`config.mk`:
```
export PLATFORM = sky130hd
export DESIGN_NAME = sfla_alu
export DESIGN_NICKNAME = d
export VERILOG_FILES = /design/src/rtl/sfla_pkg.sv /design/src/rtl/sfla_alu.sv
export SDC_FILE = /design/constraint.sdc
export NUM_CORES = 1
export LEC_CHECK = 0
export BUFFER_PORTS_ARGS = -buffer_cell sky130_fd_sc_hd__clkbuf_2
export CAP_MARGIN = 20
export CORE_ASPECT_RATIO = 0.5
export CORE_MARGIN = 5
export CORE_UTILIZATION = 35
export DETAILED_ROUTE_END_ITERATION = 8
export GPL_ROUTABILITY_DRIVEN = 1
export PLACE_DENSITY = 0.65
export SLEW_MARGIN = 15
export SYNTH_ARGS = -nofsm -noshare
export SYNTH_HDL_FRONTEND = slang
export SYNTH_SLANG_ARGS = --single-unit
```
`constraint.sdc`:
```
create_clock -name vclk -period 5.9
set_input_delay 1.475 -clock vclk [all_inputs]
set_output_delay 1.475 -clock vclk [all_outputs]
set_load 0.02 [all_outputs]
```
`src/rtl/sfla_pkg.sv`:
```
// Package for the segregated free-list allocator: shared types, codes and constants.
// Depends on nothing; every other file of the block imports it.
package sfla_pkg;

    // Link words and block addresses are 16 bits wide; the link store covers all of them.
    localparam int ADDR_W     = 16;
    localparam int SIZE_W     = 12;
    localparam int STOP_W     = 17;
    localparam int STACK_GAP  = 51;

    // Request actions.
    localparam logic ACT_ALLOC = 1'b0;
    localparam logic ACT_FREE  = 1'b1;

    // Response status codes.
    localparam logic [1:0] ST_OK        = 2'd0;
    localparam logic [1:0] ST_EXHAUSTED = 2'd1;
    localparam logic [1:0] ST_TOO_LARGE = 2'd2;
    localparam logic [1:0] ST_INVALID   = 2'd3;

    typedef enum logic [3:0] {
        S_IDLE,
        S_FHEAD,
        S_AHEAD,
        S_LINK,
        S_SUM,
        S_GAP,
        S_CMP,
        S_CARVE,
        S_RESULT
    } t_state;

    typedef enum logic {
        ALU_ADD,
        ALU_SUB
    } t_alu_op;

    // Command to the link-word memory.
    typedef struct packed {
        logic              rd_en;
        logic              wr_en;
        logic [ADDR_W-1:0] addr;
        logic [ADDR_W-1:0] wr_data;
    } t_link_cmd;

endpackage

```
`src/rtl/sfla_alu.sv`:
```
// Shared adder/subtractor of the allocator, reused for every heap-bound step.
// Depends on sfla_pkg for the operation codes.
module sfla_alu
    import sfla_pkg::*;
#(
    parameter int W = 18
) (
    input  t_alu_op      i_op,
    input  logic [W-1:0] i_a,
    input  logic [W-1:0] i_b,
    output logic [W-1:0] o_res,
    output logic         o_borrow
);

    logic [W:0] w_full;

    always_comb begin
        unique case (i_op)
            ALU_ADD: w_full = {1'b0, i_a} + {1'b0, i_b};
            ALU_SUB: w_full = {1'b0, i_a} - {1'b0, i_b};
            default: w_full = '0;
        endcase
    end

    // On a subtraction the top bit is the borrow, set when i_b exceeds i_a.
    assign o_res    = w_full[W-1:0];
    assign o_borrow = w_full[W] & (i_op == ALU_SUB);

endmodule

```
==> reports/metrics.cfg <==
[pwr]
clkPwrFrac_pct=0
seq_power_share_pct=0
combinationalPowerShare_pct=100.0
p_per_area_nw_per_um2=181
irDropWorstVdd_v=0.0000808
p_int_mw=0.112
power.leakage_nw=0.765
p_switching_mw=0.172
sw_frac_of_total_pct=60.5

[route]
vias_per_cell=5.01
ant_nets=0
route.vias.total=1407
dr.pass1.iters=4
wl_per_cell_um=11.6
first_iter_violations=30
detail_route.wirelength_um=3250
route.detailed.drc=0

[yosys]
synth_area_leader_cell=ha_1
synth_area_um2=1220
yosys.area_share.simple_pct=23.9
synth_top_family_by_area=compound AO/OA/AOI/OAI gates
synth_xor_area_share_pct=22.9
postSynthNetCount=233
synthTopCellsByArea=ha_1 (19%), xnor2_1 (18%), a21oi_1 (7.8%), nand2_1 (6.1%), xor2_1 (5.0%)
muxShareOfSynthArea_pct=0.817
yosysTopAreaCellShare_pct=19.4
yosysWarnings=0
yosysUniqueCellTypes=39
syn_avg_cell_area_um2=6.96
synthAdderAreaFrac_pct=21.0
synth_compound_area_share_pct=27.4
netlist_instances=176
ys_seq_area_share_pct=0

[global_routing]
grt_usage_pct=13.1
grt_start_max_net_pins=19
grt_remaining_overflow=0
grt_pass1_wl_um=5390
grt_pass1_vias=1327
antenna_found_initial=0

[floorplan]
io_pins=56
die_x_um=93.7
die_area_um2=4850
num_rows=15
die_height_um=51.8
start_util_pct=36.1
coreArea_um2=3400

[worst_setup_path]
crit_fanout=6
crit_path_start=i_b[3]
path_cells=clkbuf_2 -> nor3_2 -> nand2_1 -> nor3_2 -> nor3b_4 -> a21oi_1 -> xnor2_1 -> ha_1 -> and3_1 -> nor2b_1 -> and4_1 -> a2bb2oi_1 -> nand2_1 -> xor2_1 -> clkbuf_2
cp-start-kind=input pin
cp-end-kind=output port
critPathKind=in2out
cpPeakStageDelay_ns=0.38
critPathArrivalTime_ns=4.16
slowest_stage=ha_1
critical_path_required_ns=4.43
path_buf_inv=2
critPathTopFamily=simple AND/OR/NAND/NOR gates

[cells_and_area]
design.seq.count=0
fillers=369
layout-drive-gt1-share_pct=28.7
multi_input_area_um2=1180
area_growth_syn_to_layout_pct=28.3
n_antenna_cell=0
nClkBuffers=0
final_cell_mix=clkbuf_2 (56), xnor2_1 (25), nand2_1 (20), a21oi_1 (19), ha_1 (19)
regArea_um2=0
layout_commonest_cell=clkbuf_2
nNetsFinal=289
post-route-util_pct=46.3

[sta]
fin_tns_setup_ns=0
setup_violations=0
slew_violations=0
hold_viol_final=0
rsz0062_at_grt=false
max_freq_mhz=178
maxSlewHeadroom_pct=76.8
post-route-period-util_pct=95.5
layout_min_cycle_time_ns=5.63
tightestPinTransition_ns=0.348

[placed_design]
dp_hpwl_um=2950
portBuffers=56
place.gp.congestion=0.876

[cts]
ctsHoldBuffers=0

[worst_hold_path]
min_to=o_res[0]
min_from=i_b[0]
hold_class=in2out
hold_depth=4

[job]
drv_cap=0

[outcome]
status=finished clean

[worst max path at each step]
| stage | cells past startpoint | endpoint |
|---|---|---|
| after global placement | 15 | o_res[15] |
| after detailed placement | 15 | o_res[15] |
| after global routing | 15 | o_res[15] |
| after CTS | 15 | o_res[15] |
| final | 15 | o_res[15] |
| after floorplan | 11 | o_res[16] |
[what timing repair did]
item | in CTS | in global routing
endpoints found under the setup margin | 0 | 1
resized for setup | 0 | 1
setup buffers | 0 | 1
[layer usage]
layer / wire length (um) / track usage (%) / up-vias
li1: - / - / 739
met1: 1480 / 17.2 / 642
met2: 1600 / 25.2 / 26
met3: 166 / 1.01 / 0
met4: 0 / 0 / 0
met5: 0 / 0 / -
[Yosys cell counts (2+ instances only)]
master	count
a21o_1	2
a21oi_1	19
a31oi_1	5
and3_1	3
clkbuf_1	3
ha_1	19
inv_1	10
nand2_1	20
nand2b_1	2
nor2_1	14
nor2b_1	5
nor3_1	3
nor3_2	2
o21a_1	3
o21ai_0	9
o21ai_1	4
xnor2_1	25
xor2_1	7
[cell families (layout without fill, tap and decap cells)]
| group | after synthesis | in the layout |
|---|---|---|
| and+or+nand+nor | 57 | 57 |
| muxes | 1 | 1 |
| adders and majority gates | 20 | 20 |
| AOI/OAI and AO/OA | 53 | 53 |
| xor gates and xnor gates | 32 | 32 |
| buffers and inverters | 13 | 67 |
[through the flow]
step | hold slack [ns] | cells | power, mW | instance area, um^2 | worst slack [ns]
6_report | 3.36 | 281 | 0.284 | 1570 | 0.268
5_1_grt | 3.43 | 281 | 0.314 | 1570 | 0.0527
4_1_cts | 3.37 | 280 | 0.287 | 1560 | 0.222
3_5_place_dp | 3.37 | 280 | 0.286 | 1560 | 0.235
3_3_place_gp | 3.35 | 280 | 0.285 | 1560 | 0.341
2_1_floorplan | 3.13 | 176 | 0.203 | 1220 | 0.450
[area by class of cell]
class,instances,area share (%)
Multi-Input combinational cell,163,75.2
Inverter,10,2.39
Tap cell,51,4.06
Timing Repair Buffer,57,18.3
[power by group through the flow]
stage                     Sequential, mW  Combinational [mW]  Clock (mW)
after floorplan                        0               0.203           0
after global placement                 0               0.285           0
after detailed placement               0               0.286           0
after CTS                              0               0.287           0
after global routing                   0               0.314           0
final                                  0               0.284           0
[tightest hold or removal path: stages]
cell	delay, ns
clkbuf_2	0.11
ha_1	0.12
inv_1	0.03
clkbuf_2	0.14
(Power assumes the default switching activity.)
