`src/rtl/sfla_pkg.sv`:
```
// Package for the segregated free-list allocator: shared types, codes and constants.
// Depends on nothing; every other file of the block imports it.
package sfla_pkg;

    // Link words and block addresses are 16 bits wide; the link store covers all of them.
    localparam int ADDR_W     = 16;
    localparam int SIZE_W     = 12;
    localparam int STOP_W     = 17;
    localparam int STACK_GAP  = 51;

    // Request actions.
    localparam logic ACT_ALLOC = 1'b0;
    localparam logic ACT_FREE  = 1'b1;

    // Response status codes.
    localparam logic [1:0] ST_OK        = 2'd0;
    localparam logic [1:0] ST_EXHAUSTED = 2'd1;
    localparam logic [1:0] ST_TOO_LARGE = 2'd2;
    localparam logic [1:0] ST_INVALID   = 2'd3;

    typedef enum logic [3:0] {
        S_IDLE,
        S_FHEAD,
        S_AHEAD,
        S_LINK,
        S_SUM,
        S_GAP,
        S_CMP,
        S_CARVE,
        S_RESULT
    } t_state;

    typedef enum logic {
        ALU_ADD,
        ALU_SUB
    } t_alu_op;

    // Command to the link-word memory.
    typedef struct packed {
        logic              rd_en;
        logic              wr_en;
        logic [ADDR_W-1:0] addr;
        logic [ADDR_W-1:0] wr_data;
    } t_link_cmd;

endpackage

```
`src/rtl/sfla_heads.sv`:
```
// Free-list head store: one head address per size class, registered read, valid bit per class.
// Depends on sfla_pkg for the address width.
module sfla_heads
    import sfla_pkg::*;
#(
    parameter int  SIZE_CLASSES = 16,
    localparam int CLS_W = (SIZE_CLASSES > 1) ? $clog2(SIZE_CLASSES) : 1
) (
    input  logic              i_clk,
    input  logic              i_rst_n,
    input  logic              i_rd_en,
    input  logic [CLS_W-1:0]  i_rd_idx,
    input  logic              i_wr_en,
    input  logic [CLS_W-1:0]  i_wr_idx,
    input  logic [ADDR_W-1:0] i_wr_data,
    output logic [ADDR_W-1:0] o_head
);

    logic [ADDR_W-1:0]       r_mem [SIZE_CLASSES];
    logic [SIZE_CLASSES-1:0] r_valid;
    logic [ADDR_W-1:0]       r_rd_data;
    logic                    r_rd_valid;

    always_ff @(posedge i_clk) begin
        if (i_wr_en) begin
            r_mem[i_wr_idx] <= i_wr_data;
        end
        if (i_rd_en) begin
            r_rd_data <= r_mem[i_rd_idx];
        end
    end

    // A class never written since reset reads as an empty list.
    always_ff @(posedge i_clk) begin
        if (!i_rst_n) begin
            r_valid    <= '0;
            r_rd_valid <= 1'b0;
        end else begin
            if (i_wr_en) begin
                r_valid[i_wr_idx] <= 1'b1;
            end
            if (i_rd_en) begin
                r_rd_valid <= r_valid[i_rd_idx];
            end
        end
    end

    assign o_head = r_rd_valid ? r_rd_data : '0;

endmodule

```
`config.mk`:
```
export PLATFORM = sky130hd
export DESIGN_NAME = sfla_heads
export DESIGN_NICKNAME = d
export VERILOG_FILES = /design/src/rtl/sfla_pkg.sv /design/src/rtl/sfla_heads.sv
export SDC_FILE = /design/constraint.sdc
export NUM_CORES = 1
export LEC_CHECK = 0
export ABC_AREA = 1
export BUFFER_PORTS_ARGS = -buffer_cell sky130_fd_sc_hd__buf_2
export CORE_ASPECT_RATIO = 1.75
export CORE_MARGIN = 2
export CORE_UTILIZATION = 35
export CTS_CLUSTER_SIZE = 24
export DETAILED_ROUTE_END_ITERATION = 8
export HOLD_SLACK_MARGIN = 0.05
export PLACE_DENSITY_LB_ADDON = 0.08
export SETUP_SLACK_MARGIN = 0.5
export SKIP_CTS_REPAIR_TIMING = 1
export SYNTH_ARGS = -nofsm -noshare
export SYNTH_HDL_FRONTEND = slang
export SYNTH_SLANG_ARGS = --single-unit
```
`constraint.sdc`:
```
create_clock -name i_clk -period 2.73 [get_ports i_clk]
set_clock_uncertainty 0.05 [all_clocks]
set_input_delay 0.819 -clock i_clk [delete_from_list [all_inputs] [get_ports i_clk]]
set_output_delay 0.819 -clock i_clk [all_outputs]
set_load 0.005 [all_outputs]
```
==> flow_summary_export.csv <==
group,metric,value,unit
floorplanning,die-area,34200,um^2
routing,dr.pass1.iters,5,
cts,cts_buffer_depth,3,
worst_setup_path,cp_max_fo,8,
routing,vias_per_cell,5.21,
worst_setup_path,crit_type,"reg2out",
grt,grt_start_max_net_pins,114,
grt,grt_pass1_vias,7398,
yosys,syn-cell-area,11400,um^2
sta,drv_slew,0,
routing,drt-total-wl,32100,um
cts,clockRootBuffer,"clkbuf_16",
final_layout,fillCellCount,3075,
final_layout,stdcell_count,1392,
routing,topRoutingLayerUsed,"met4",
worst_setup_path,worstPathArrival,1.36,ns
yosys,synth_top_area_share,71.4,%
routing,final_antenna_net_count,0,
place,dpl-instance-area,12400,um^2
yosys,ys.flop_type,"edfxtp_1",
yosys,synth_nets,937,
grt,grt_overflow_total,0,
sta,worst_pin_slew,0.656,ns
yosys,synth-seq-area-share,74.4,%
place,dpl.hpwl,19100,um
routing,drc,0,
final_layout,drive_gt1_share,17.2,%
floorplanning,die_h,243,um
sta,hold_ws,0.422,ns
cts,path_clk_slew,0.06,ns
floorplanning,rows,87,
yosys,syn_avg_cell_area,12.6,um^2
sta,fmax,449,MHz
yosys,async_flop_share,0,%
routing,detailroute.via_count,7246,
sta,layout_min_cycle_time,2.23,ns
grt,grt_usage,18.9,%
worst_setup_path,required,1.86,ns
sta,grt_setup_unrepaired,"yes",
grt,antenna_found_initial,1,
routing,drt-met1-wl,14000,um
cts,ctsHtreeMaxLevel,1,
routing,wl_per_cell,23.0,um
cts,cts_tree,"done",
worst_setup_path,cp-start-kind,"flip-flop",
grt,grt_pass1_wl,47700,um
floorplanning,io-pin-count,44,
sta,hold_violations,0,
yosys,yosysUniqueCellTypes,22,
yosys,synth_seq_cells,289,
flow_run,cap_viol_max_count,0,
yosys,yosys-top-cells-count,"edfxtp_1 (272), nor2_1 (236), o21ai_0 (108)",
yosys,syn-instance-count,909,
power,power.density,684,nW/um^2
outcome,status,"complete, no violations",
final_layout,fin_area,13300,um^2
sta,setup_viol,0,
final_layout,n_antenna_cell,0,
worst_setup_path,cp-end-kind,"primary output",
hold_path,hp-class,"reg2reg",
cts,clock_latency,0.54,ns
floorplanning,core_area,32200,um^2
sta,min_period_over_period,81.6,%
yosys,synth_most_common_cell,"edfxtp_1",
sta,setup_tns,0,ns
yosys,synth_edf_count,272,
worst_setup_path,reg2reg_slack,1.48,ns
final_layout,area.growth.synth_to_final,16.5,%
place,place.gp.congestion,0.724,
cts,cts_buffers,27,
yosys,synth_top_cell_by_area,"edfxtp_1",
routing,wl_met3,1090,um
routing,drt_first_iter_violations,476,
floorplanning,fp.dieW,141,um
final_layout,final_util,41.3,%
floorplanning,initial_core_util,35.5,%
power,ir_worst_vdd,0.000463,V
final_layout,num-nets-final,1001,
place,post-place-cells,1343,
yosys,synth_area_leaders,"edfxtp_1 (71%), nor2_1 (7.7%), o21ai_0 (4.7%)",
power,p_leak,4.58,nW
yosys,ys.warnings.count,0,
routing,wl_met2,16300,um
cts,cts.sinks,289,
sta,maxSlewHeadroom,56.3,%
place,io_buffers,43,
==> cell usage in the layout, fill, tap and decap left out <==
cell	instances
buf_6	3
nor2_1	220
o211ai_1	60
inv_1	16
nand2_2	9
bufinv_16	1
dfxtp_4	1
nor3_1	2
clkbuf_8	1
o21ai_1	20
clkbuf_16	28
clkinv_1	8
nand3_1	47
edfxtp_1	272
dfxtp_1	16
clkinv_2	6
nor2_2	16
clkbuf_1	6
inv_6	2
nand2_1	40
nand2_4	6
o21a_1	2
buf_4	33
inv_2	11
buf_12	15
o221ai_1	4
o21ai_0	108
buf_2	39
==> power breakdown <==
group          total (mW)  switching, mW  internal [mW]  leakage, nW
clock                3.52           1.59           1.93        0.399
sequential           5.00         0.0381           4.96         2.61
combinational       0.595          0.408          0.186         1.57
==> registers in the layout (all words and copies together), names as in the netlist <==
signal      flops
r_mem         256
r_rd_valid      1
r_rd_data      16
r_valid        16
==> layout make-up <==
class                   count  area [um^2]  share of cell area (%)
flip-flops and latches    289         8510                    63.9
multi-input cells         534         2590                    19.4
repair buffers             91          802                    6.02
clock buffers              34          712                    5.34
well taps                 400          500                    3.76
inverters                  30          118                   0.883
clock inverters            14         91.3                   0.686
==> metrics by stage <==
| stage | total power, mW | worst slack, ns |
|---|---|---|
| 3_3_place_gp | 5.67 | 0.429 |
| 4_1_cts | 9.21 | 0.292 |
| 3_5_place_dp | 5.67 | 0.414 |
| 6_report | 9.11 | 0.502 |
| 2_1_floorplan | 5.39 | 0.451 |
| 5_1_grt | 9.45 | 0.463 |
==> worst paths after layout <==
path,cells after the start,to,start
worst min register to register,2,r_valid[14],r_valid[14]
worst max register to register,6,r_rd_data[11],r_mem[5][11]
worst min-delay path,2,r_valid[14],r_valid[14]
worst max-delay path,4,o_head[7],r_rd_valid
==> logic make-up (layout without fill, tap and decap cells) <==
family / Yosys count / after routing / synth area share, %
simple gates: 340 / 340 / 11.7
compound gates: 194 / 194 / 9.98
flops: 289 / 289 / 74.4
buf+inv: 86 / 169 / 3.93
==> layer usage <==
layer	GRT usage, %	up-vias
met4	5.38	0
met5	0	-
met3	2.07	46
li1	-	3380
met1	24.8	3657
met2	33.1	163
==> critical path, stage by stage (launching register included) <==
cell,delay [ns]
dfxtp_4,0.41
buf_12,0.17
nand2_4,0.08
inv_2,0.05
buf_2,0.10
(Power assumes the default switching activity.)
